==> src/hdl/mwo_pkg.sv <==
// Package for the multi-wave audio oscillator: register indexes, wave mode codes,
// the configuration struct and the 24-bit saturation helper.
// Used by mwo_gen and the top level; depends on nothing.
package mwo_pkg;

  localparam int CFG_IDX_W  = 3;
  localparam int CFG_DATA_W = 24;

  // Register indexes of the configuration port
  localparam logic [CFG_IDX_W-1:0] REG_WAVE_MODE   = 3'd0;
  localparam logic [CFG_IDX_W-1:0] REG_AMPLITUDE   = 3'd1;
  localparam logic [CFG_IDX_W-1:0] REG_PHASE_STEP  = 3'd2;
  localparam logic [CFG_IDX_W-1:0] REG_HALF_PERIOD = 3'd3;
  localparam logic [CFG_IDX_W-1:0] REG_PULSE_WIDTH = 3'd4;

  // Wave mode codes; the fourth code generates nothing
  localparam logic [1:0] MODE_SAW  = 2'd0;
  localparam logic [1:0] MODE_TRI  = 2'd1;
  localparam logic [1:0] MODE_RECT = 2'd2;

  localparam logic signed [15:0] AMP_RESET = 16'sh7FFF;

  // Q3.20 constants, wide enough for the unsaturated update sums
  localparam logic signed [25:0] Q_ONE     = 26'sd1048576;
  localparam logic signed [25:0] Q_TWO     = 26'sd2097152;
  localparam logic signed [26:0] CNT_MIN   = -27'sd33554432;
  localparam logic signed [26:0] CNT_DECR  = 27'sd256;

  typedef struct packed {
    logic [1:0]         wave_mode;
    logic signed [15:0] amplitude;
    logic [21:0]        phase_step;
    logic [23:0]        half_period;
    logic signed [15:0] pulse_width;
  } cfg_t;

  function automatic logic signed [23:0] sat24(input logic signed [25:0] v);
    logic signed [23:0] r;
    if (v > 26'sd8388607) begin
      r = 24'sh7FFFFF;
    end else if (v < -26'sd8388608) begin
      r = 24'sh800000;
    end else begin
      r = v[23:0];
    end
    return r;
  endfunction

endpackage

==> src/hdl/mwo_gen.sv <==
// Oscillator state and per-sample generator: saw, triangle and rectangle.
// Gives the sample of the current state and advances the state on adv.
// Depends on mwo_pkg.
module mwo_gen (
  input  logic                clk,
  input  logic                rst_n,
  input  mwo_pkg::cfg_t       cfg,
  input  logic                adv,
  output logic signed [24:0]  osc
);

  logic signed [23:0] osc_value_r, osc_value_nxt;
  logic               tri_falling_r, tri_falling_nxt;
  logic signed [25:0] rect_counter_r, rect_counter_nxt;
  logic               rect_phase_r, rect_phase_nxt;
  logic               rect_negative_r, rect_negative_nxt;

  // Half counts depend on configuration only; register them
  logic [22:0] cnt0_r;
  logic [23:0] cnt1_r;
  logic [15:0] pw;
  logic [16:0] npw;
  logic [39:0] prod0;
  logic [40:0] prod1;

  logic signed [39:0] prod_amp;
  logic signed [24:0] scaled;
  logic signed [24:0] rect_amp;

  logic signed [25:0] v_ext, v_saw, saw_new, inc_s, tri_sum, tri_new;
  logic               tri_flip;
  logic signed [26:0] c_dec, c_rel, c_new;
  logic               rect_phase_t;

  assign pw    = {~cfg.pulse_width[15], cfg.pulse_width[14:0]};
  assign npw   = 17'd65536 - {1'b0, pw};
  assign prod0 = {16'b0, cfg.half_period} * {24'b0, pw};
  assign prod1 = {17'b0, cfg.half_period} * {24'b0, npw};

  always_ff @(posedge clk) begin
    cnt0_r <= prod0[39:17];
    cnt1_r <= prod1[40:17];
  end

  // Sample of the current state
  assign prod_amp = 40'(osc_value_r) * 40'(cfg.amplitude);
  assign scaled   = prod_amp[39:15];
  assign rect_amp = 25'($signed({cfg.amplitude, 5'b0}));

  always_comb begin
    case (cfg.wave_mode)
      mwo_pkg::MODE_SAW,
      mwo_pkg::MODE_TRI:  osc = scaled;
      mwo_pkg::MODE_RECT: osc = rect_negative_r ? -rect_amp : rect_amp;
      default:            osc = '0;
    endcase
  end

  // Saw: always the positive step, wrap above +1
  assign v_ext   = 26'(osc_value_r);
  assign v_saw   = v_ext + $signed({4'b0, cfg.phase_step});
  assign saw_new = (v_saw > mwo_pkg::Q_ONE) ? v_saw - mwo_pkg::Q_TWO : v_saw;

  // Triangle: double step, reflect at +1 and -1
  assign inc_s   = $signed({3'b0, cfg.phase_step, 1'b0});
  assign tri_sum = tri_falling_r ? v_ext - inc_s : v_ext + inc_s;

  always_comb begin
    tri_new  = tri_sum;
    tri_flip = 1'b0;
    if (tri_sum > mwo_pkg::Q_ONE) begin
      tri_new  = mwo_pkg::Q_TWO - tri_sum;
      tri_flip = 1'b1;
    end else if (tri_sum < -mwo_pkg::Q_ONE) begin
      tri_new  = -mwo_pkg::Q_TWO - tri_sum;
      tri_flip = 1'b1;
    end
  end

  // Rectangle: count down, reload the half selected by the new phase
  assign c_dec        = 27'(rect_counter_r) - mwo_pkg::CNT_DECR;
  assign rect_phase_t = ~rect_phase_r;
  assign c_rel        = c_dec + (rect_phase_t ? $signed({3'b0, cnt1_r})
                                              : $signed({4'b0, cnt0_r}));

  always_comb begin
    c_new = (c_dec <= 27'sd0) ? c_rel : c_dec;
    if (c_new < mwo_pkg::CNT_MIN) begin
      c_new = mwo_pkg::CNT_MIN;
    end
  end

  always_comb begin
    osc_value_nxt     = osc_value_r;
    tri_falling_nxt   = tri_falling_r;
    rect_counter_nxt  = rect_counter_r;
    rect_phase_nxt    = rect_phase_r;
    rect_negative_nxt = rect_negative_r;
    if (adv) begin
      case (cfg.wave_mode)
        mwo_pkg::MODE_SAW: begin
          osc_value_nxt = mwo_pkg::sat24(saw_new);
        end
        mwo_pkg::MODE_TRI: begin
          osc_value_nxt   = mwo_pkg::sat24(tri_new);
          tri_falling_nxt = tri_falling_r ^ tri_flip;
        end
        mwo_pkg::MODE_RECT: begin
          rect_counter_nxt = c_new[25:0];
          if (c_dec <= 27'sd0) begin
            rect_phase_nxt    = rect_phase_t;
            rect_negative_nxt = ~rect_negative_r;
          end
        end
        default: begin
          // unused mode: hold all state
        end
      endcase
    end
  end

  always_ff @(posedge clk) begin
    if (!rst_n) begin
      osc_value_r     <= '0;
      tri_falling_r   <= 1'b0;
      rect_counter_r  <= '0;
      rect_phase_r    <= 1'b0;
      rect_negative_r <= 1'b0;
    end else begin
      osc_value_r     <= osc_value_nxt;
      tri_falling_r   <= tri_falling_nxt;
      rect_counter_r  <= rect_counter_nxt;
      rect_phase_r    <= rect_phase_nxt;
      rect_negative_r <= rect_negative_nxt;
    end
  end

  // Phase and sign start together and toggle together
  a_phase_sign: assert property (@(posedge clk) disable iff (!rst_n)
    rect_phase_r == rect_negative_r)
    else $error("rectangle phase and sign diverged");

  a_hold_no_adv: assert property (@(posedge clk) disable iff (!rst_n)
    !adv |=> $stable(osc_value_r) && $stable(tri_falling_r) && $stable(rect_counter_r))
    else $error("oscillator state moved without a sample");

  a_rect_count: assert property (@(posedge clk) disable iff (!rst_n)
    adv && cfg.wave_mode == mwo_pkg::MODE_RECT && rect_counter_r > 26'sd256
    |=> rect_counter_r == $past(rect_counter_r) - 26'sd256)
    else $error("rectangle counter did not count down by one sample");

endmodule

==> src/hdl/multi_wave_audio_oscillator.sv <==
// Top level of the multi-wave audio oscillator: configuration registers, input
// register, mixing with saturation and the result register.
// Depends on mwo_pkg and mwo_gen.
//
//   channel  ports                                   direction
//   input    in_valid, in_stall, in_mix_in, in_replace  beat in, one sample tick each
//   result   out_valid, out_stall, out_sample_out     beat out, one per input beat
//   config   cfg_we, cfg_index, cfg_wdata             register write, no read-back
//
// One beat per cycle while out_stall is low; an accepted beat passes through the input
// register, then the generator and mix logic into the result register.
// Rectangle half counts are registered from the configuration registers.
// Reset (rst_n low, synchronous) clears configuration, except amplitude, which is set
// to AMP_RESET, and clears oscillator state and valids.
// out_stall holds the result register; in_stall rises only when both registers
// hold a beat and the result is stalled.
module multi_wave_audio_oscillator (
  input  logic                             clk,
  input  logic                             rst_n,
  input  logic                             in_valid,
  output logic                             in_stall,
  input  logic signed [23:0]               in_mix_in,
  input  logic                             in_replace,
  output logic                             out_valid,
  input  logic                             out_stall,
  output logic signed [23:0]               out_sample_out,
  input  logic                             cfg_we,
  input  logic [mwo_pkg::CFG_IDX_W-1:0]    cfg_index,
  input  logic [mwo_pkg::CFG_DATA_W-1:0]   cfg_wdata
);

  mwo_pkg::cfg_t cfg_r;

  logic               in_valid_r;
  logic signed [23:0] mix_r;
  logic               replace_r;
  logic               out_valid_r;
  logic signed [23:0] sample_r;

  logic               adv;
  logic               out_free;
  logic               in_take;
  logic signed [24:0] osc;
  logic signed [25:0] mix_sum;

  always_ff @(posedge clk) begin
    if (!rst_n) begin
      cfg_r.wave_mode   <= mwo_pkg::MODE_SAW;
      cfg_r.amplitude   <= mwo_pkg::AMP_RESET;
      cfg_r.phase_step  <= '0;
      cfg_r.half_period <= '0;
      cfg_r.pulse_width <= '0;
    end else if (cfg_we) begin
      case (cfg_index)
        mwo_pkg::REG_WAVE_MODE:   cfg_r.wave_mode   <= cfg_wdata[1:0];
        mwo_pkg::REG_AMPLITUDE:   cfg_r.amplitude   <= cfg_wdata[15:0];
        mwo_pkg::REG_PHASE_STEP:  cfg_r.phase_step  <= cfg_wdata[21:0];
        mwo_pkg::REG_HALF_PERIOD: cfg_r.half_period <= cfg_wdata[23:0];
        mwo_pkg::REG_PULSE_WIDTH: cfg_r.pulse_width <= cfg_wdata[15:0];
        default: begin
          // drop writes beyond the register list
        end
      endcase
    end
  end

  assign out_free = !out_valid_r || !out_stall;
  assign adv      = in_valid_r && out_free;
  assign in_stall = in_valid_r && !out_free;
  assign in_take  = in_valid && !in_stall;

  always_ff @(posedge clk) begin
    if (!rst_n) begin
      in_valid_r <= 1'b0;
    end else if (in_take) begin
      in_valid_r <= 1'b1;
    end else if (adv) begin
      in_valid_r <= 1'b0;
    end
  end

  always_ff @(posedge clk) begin
    if (in_take) begin
      mix_r     <= in_mix_in;
      replace_r <= in_replace;
    end
  end

  mwo_gen u_gen (
    .clk   (clk),
    .rst_n (rst_n),
    .cfg   (cfg_r),
    .adv   (adv),
    .osc   (osc)
  );

  assign mix_sum = replace_r ? 26'(osc) : 26'(mix_r) + 26'(osc);

  always_ff @(posedge clk) begin
    if (!rst_n) begin
      out_valid_r <= 1'b0;
    end else if (adv) begin
      out_valid_r <= 1'b1;
    end else if (!out_stall) begin
      out_valid_r <= 1'b0;
    end
  end

  always_ff @(posedge clk) begin
    if (adv) begin
      sample_r <= mwo_pkg::sat24(mix_sum);
    end
  end

  assign out_valid      = out_valid_r;
  assign out_sample_out = sample_r;

  a_stall_full: assert property (@(posedge clk) disable iff (!rst_n)
    in_stall |-> in_valid_r && out_valid_r && out_stall)
    else $error("input stalled while a register was free");

  a_beat_kept: assert property (@(posedge clk) disable iff (!rst_n)
    in_valid_r && !adv |=> in_valid_r && $stable(mix_r) && $stable(replace_r))
    else $error("pending input beat lost");

  a_adv_out: assert property (@(posedge clk) disable iff (!rst_n)
    adv |=> out_valid_r)
    else $error("advanced beat missing from result register");

endmodule

==> config.mk <==
export PLATFORM = sky130hd
export DESIGN_NAME = multi_wave_audio_oscillator
export DESIGN_NICKNAME = d
export VERILOG_FILES = /design/src/hdl/mwo_pkg.sv /design/src/hdl/mwo_gen.sv /design/src/hdl/multi_wave_audio_oscillator.sv
export SDC_FILE = /design/constraint.sdc
export NUM_CORES = 2
export LEC_CHECK = 0
export BUFFER_PORTS_ARGS = -buffer_cell sky130_fd_sc_hd__buf_2
export CAP_MARGIN = 20
export CORE_ASPECT_RATIO = 0.6
export CORE_UTILIZATION = 33
export CTS_BUF_LIST = sky130_fd_sc_hd__clkbuf_2 sky130_fd_sc_hd__clkbuf_4 sky130_fd_sc_hd__clkbuf_8
export CTS_CLUSTER_DIAMETER = 60
export CTS_CLUSTER_SIZE = 20
export DETAILED_ROUTE_END_ITERATION = 6
export PLACE_DENSITY = 0.45
export SETUP_SLACK_MARGIN = 0.1
export SLEW_MARGIN = 20
export SYNTH_ARGS = -nofsm -noshare
export SYNTH_HDL_FRONTEND = slang
export SYNTH_SLANG_ARGS = --single-unit
==> constraint.sdc <==
create_clock -name clk -period 19.7 [get_ports clk]
set_clock_uncertainty 0.05 [all_clocks]
set_input_delay 1.97 -clock clk [delete_from_list [all_inputs] [get_ports clk]]
set_output_delay 1.97 -clock clk [all_outputs]
set_load 0.1 [all_outputs]
Word level (Yosys, flattened, before mapping)
Cells that the tools add are included.

storage, ports and cells
  register bits = 231
  output and inout bits = 26
  logic and storage cells = 97

cells by class
  add/subtract/negate cells = 11
  multiply operators = 3
  order comparisons = 11
  equal/unequal tests = 7
  multiplexer cells = 22
  bitwise logic cells = 4
  reductions and logical operators = 22

operator list
  kind                                                              number
  two-way mux 26 bit                                                6
  two-way mux 24 bit                                                6
  multiplier 24 x 16 -> 40 bit                                      2
  > comparator 26 x 24 -> 1 bit (second input constant)             3
  < comparator 26 x 24 -> 1 bit (second input constant)             3
  > comparator 26 x 22 -> 1 bit (second input constant)             2
  one-hot mux 25 bit (2 select lines)                               1
  one-hot mux 24 bit (2 select lines)                               1
  multiplier 24 x 17 -> 41 bit                                      1
  adder 27 bit                                                      1
  less-or-equal comparator 27 x 1 -> 1 bit (second input constant)  1
  < comparator 27 x 26 -> 1 bit (second input constant)             1
  two-way mux 27 bit                                                1
  subtractor 26 x 10 -> 27 bit (second input constant)              1
  adder 24 x 25 -> 26 bit                                           1
  < comparator 26 x 21 -> 1 bit (second input constant)             1
  subtractor 22 x 26 -> 26 bit (first input constant)               1
  subtractor 23 x 26 -> 26 bit (first input constant)               1
  subtractor 26 x 23 -> 26 bit (second input constant)              1
  adder 24 x 23 -> 25 bit                                           1
  adder 24 x 24 -> 25 bit                                           1
  two-way mux 25 bit                                                1
  negator 21 -> 25 bit                                              1
  subtractor 24 x 24 -> 25 bit                                      1
  other kinds (19)                                                  40

Logic depth before layout (Yosys ltp)
  word-level depth = 9
  mapped depth = 41
  depth with buffers taken out = 38

Hierarchy
A second synthesis with hierarchy kept.

unflattened totals
  cells, all modules = 6254
  area, all modules = 53650.2 um^2

by module, submodules not included
  module                       times used  cells each  area an instance (um^2)  seq. area each (um^2)
  mwo_gen                      1           5561        47154.0                  2001.9
  multi_wave_audio_oscillator  1           693         6496.2                   3113.0

Least setup slack after synthesis
Ideal clock, no wire load.

  kind = register to register
  start = reg cfg_r[77] in the netlist's numbering
  end = reg sample_r[4], in the netlist out_sample_out[4] (data pin)
  setup time = 0.256 ns
  data arrival time = 8.807 ns
  setup slack = 10.587 ns
  cell stages (with the launch flop) = 36
  buffers on the path = 4
  cell sequence = dfxtp_1 inv_1 clkbuf_1 clkbuf_1 nor2_1 fa_1 fa_1 fa_1 fa_1 fa_1 inv_1 fa_1 inv_1 ha_1 clkbuf_1 and3_1 a31o_2 a211o_1 o211ai_1 nand2_1 nor2_1 xor2_1 o22ai_1 ha_1 a21o_1 a21o_1 a31oi_1 o211ai_1 maj3_2 a311o_1 a221o_1 xnor2_1 o21ai_1 a31oi_2 buf_6 o21ai_2

on the way
  longest elaborated chain between the ends = 7
  elaborated cells between the ends (all ways) = 9
  classes of those cells = add/sub: 2; mul: 1; order compare: 2; mux: 4

RTL lines
  what                                                                                  RTL line                            RTL
  start: declaration                                                                    multi_wave_audio_oscillator.sv:32   mwo_pkg::cfg_t cfg_r;
  parallel branches: the longest is 2 deep, another holds multiplier 24 x 16 -> 40 bit  --
  one-hot mux 25 bit (2 select lines) *                                                 mwo_gen.sv:51                       case (cfg.wave_mode)
  adder 24 x 25 -> 26 bit                                                               multi_wave_audio_oscillator.sv:97   assign mix_sum = replace_r ? 26'(osc) : 26'(mix_r) + 26'(osc);
  two-way mux 26 bit *                                                                  multi_wave_audio_oscillator.sv:97
  < comparator 26 x 24 -> 1 bit                                                         mwo_pkg.sv:41                       end else if (v < -26'sd8388608) begin
  two-way mux 24 bit                                                                    mwo_pkg.sv:41
  end signal: assignment                                                                multi_wave_audio_oscillator.sv:111  sample_r <= mwo_pkg::sat24(mix_sum);
  end: declaration                                                                      multi_wave_audio_oscillator.sv:38   logic signed [23:0] sample_r;

Every way passes the cells marked *.
A chain may end at the register's enable or synchronous reset.

Worst setup path in the final report
  start = reg cfg_r[77] in the netlist's numbering
  end = reg sample_r[0], in the netlist out_sample_out[0] (data pin)

The elaborated chain is that of the path after synthesis.

==> impl_metrics.json <==
{
  "status": "complete, but fails checks",
  "failing_checks": "design-rule violations",
  "nets": 7540,
  "reg2reg_to": "out_sample_out[0]",
  "grt-ovfl-total": 0,
  "worst-endpoint-arrival_ns": 11.34,
  "path_clk_slew_ns": 0.10,
  "rsz0062_at_grt": "no",
  "rows": 113,
  "setup_viol_count_final": 0,
  "clkSinkCount": 231,
  "timing.max_cap.violations": 0,
  "number_of_synthesized_flops_with_an_enable_pin": 49,
  "core_outline_area_um2": 158000,
  "antenna_found_initial": 16,
  "die_w_um": 518,
  "seq_area_frac_synth_pct": 9.72,
  "worst_ep_required_time_ns": 20.10,
  "setup.worst_path.end_class": "register",
  "post_synth_xor_area_fraction_pct": 4.02,
  "hold_start": "cfg_r[18]",
  "place_hpwl_um": 138000,
  "drtPass1Iterations": 7,
  "overall_via_count_from_detail_route": 40614,
  "slew_violations": 0,
  "port_buffers": 82,
  "timing.hold.worst.class": "reg -> reg",
  "drc_errors": 1,
  "synth_compound_gate_area_share_pct": 8.33,
  "cts_inserted_buffers": 39,
  "relSlewSlack_pct": 22.2,
  "final_cell_mix": "1,198 x inv_1, 1,045 x nand2_1, 1,009 x fa_1",
  "synthesized_netlist_net_count": 7613,
  "ys_types": 99,
  "post_synth.cell_area_avg_um2": 8.58,
  "synth_warnings": 0,
  "worst_r2r_startpoint": "cfg_r[77]",
  "yosys_register_bits": 231,
  "postSynth.topFlopCell": "dfxtp_1",
  "detail_route.vias_per_cell": 4.94,
  "placement.setup.worst_slack_ns": 8.91,
  "syn-cell-area_um2": 52600,
  "hold_path_depth": 2,
  "drt_first_iter_violations": 3100,
  "setup.worst_path.class": "reg -> reg",
  "clock_insertion_delay_worst_skew_ns": 0.71,
  "final.period_utilization_pct": 55.5,
  "layout_min_cycle_time_ns": 10.94,
  "cts_max_level": 2,
  "rrSetupSlack_ns": 8.76,
  "routed_wl_um": 177000,
  "worst_pin_slew_ns": 1.17,
  "path_common_cell": "fa_1",
  "grt.total_usage_pct": 22.1,
  "dominant_combinational_cell_family_by_area_after_synthesis": "adder cells",
  "cpPeakStageDelay_ns": 0.90,
  "endpoints_failing_hold": 0,
  "drive_gt1_share_pct": 6.30,
  "post_synth_inst_count": 6134,
  "synthMuxAreaShare_pct": 0.877,
  "crit_fanout": 23,
  "mostFrequentLayoutCell": "inv_1",
  "clock-root-buffer": "clkbuf_8",
  "cts_post_setup_buffers_inserted": 0,
  "tritoncts": "built",
  "pin_count_of_the_biggest_net_entering_global_routing": 75,
  "max_freq_mhz": 91.4,
  "worstHoldEndpoint": "cfg_r[18]",
  "post_cts.resized_instances": 0,
  "setup_tns_ns": 0,
  "chipHeight_um": 311,
  "route.detailed.wl_per_inst_um": 21.5,
  "start_util_pct": 33.2,
  "io_pins": 83,
  "hold_buffers": 0,
  "worstRegToRegCells": 31,
  "fp.dieArea_um2": 161000,
  "grt_pass1_wl_um": 268000,
  "synth_adder_area_share_pct": 48.3,
  "final_antenna_net_count": 0,
  "worst_path_max_delay_cell": "o41ai_1",
  "setup.worst_path.start_class": "register",
  "globalplace.congestion": 0.871,
  "timing.final.ws_setup_ns": 8.76,
  "number_of_global_route_vias_before_repair": 40964,
  "syn2layout_area_growth_pct": 7.31,
  "cts_max_path_buffers": 3,
  "postSynth.asyncResetShare_pct": 0,
  "synth_simple_gate_area_share_pct": 17.9
}
worst max path at each step:
stage | start | to | slack (ns) | cells after the start
floorplan | cfg_r[77] | out_sample_out[4] | 10.59 | 35
global placement | cfg_r[77] | out_sample_out[0] | 9.01 | 31
detailed placement | cfg_r[77] | out_sample_out[0] | 8.91 | 31
CTS | cfg_r[77] | out_sample_out[0] | 8.96 | 31
global route | cfg_r[77] | out_sample_out[2] | 8.33 | 31
finish | cfg_r[77] | out_sample_out[0] | 8.76 | 31
area by class of cell:
type	instances	area, um2
diodes	9	22.5
well taps	2127	2660
flip-flops and latches	231	5120
multi-input cells	4391	42000
clock buffers	43	579
fillers	16415	102000
inverters	1200	4510
repair buffers	198	1280
clock inverters	28	322
cells by family after synthesis:
family | after synthesis
adder cells (fa/ha/maj) | 1427
AND/OR/NAND/NOR | 2011
buffers and inverters | 1512
flip-flops | 231
XOR/XNOR | 241
multiplexers | 43
AO/OA/AOI/OAI | 669
state kept, by name (all words and copies together) (netlist names):
register / flops
cfg_r: 80
in_valid_r: 1
mix_r: 24
out_sample_out: 24
out_valid: 1
replace_r: 1
u_gen.cnt0_r: 23
u_gen.cnt1_r: 24
u_gen.osc_value_r: 24
u_gen.rect_counter_r: 26
u_gen.rect_negative_r: 1
u_gen.rect_phase_r: 1
u_gen.tri_falling_r: 1
routing by layer:
metal / up-vias / wire [um] / track usage (%)
li1: 18681 / - / -
met3: 97 / 18300 / 7.13
met2: 1414 / 60300 / 26.4
met4: 4 / 2110 / 3.01
met1: 20418 / 96100 / 37.0
met5: - / 51 / 0.734
cell usage after synthesis, drive strengths merged (18+ instances only):
library cell	n	area share, %
o211ai	40	0.59
nand2b	53	0.63
edfxtp	49	2.8
a21o	55	0.78
nor2b	24	0.29
nand3	88	0.84
dfxtp	182	6.9
o21ai	130	1.4
ha	413	9.8
nor2	196	1.4
mux2i	18	0.34
fa	1009	38
clkbuf	275	2.0
and2	389	4.6
nand4	22	0.26
buf	37	0.35
a31oi	26	0.36
o21bai	18	0.26
inv	1199	8.6
xnor2	143	2.4
xor2	98	1.6
mux2	25	0.53
nor4	29	0.44
a21oi	229	2.2
and3	25	0.30
o21a	36	0.51
nand2	1046	7.5
a211oi	20	0.29
nor3	78	0.74
critical path: cells and delay by family (launching register included):
family	cells	cell delay, ns
AO/OA/AOI/OAI	10	3.54
adder cells (fa/ha/maj)	9	4.29
XOR/XNOR	2	0.25
buffers and inverters	3	0.70
AND/OR/NAND/NOR	7	1.23
flip-flops	1	0.63
metrics by stage:
stage	hold slack, ns	util (%)	instances	area [um2]
finish	0.411	35.7	8227	56500
global route	0.435	35.7	8224	56500
CTS	0.413	35.6	8218	56400
detailed placement	0.399	35.1	8147	55500
global placement	0.393	35.1	8147	55500
floorplan	0.399	-	6134	52600
Power is left out: the tool's default activity adds up to more than one toggle a clock period on the data nets, which glitch-free logic cannot reach.
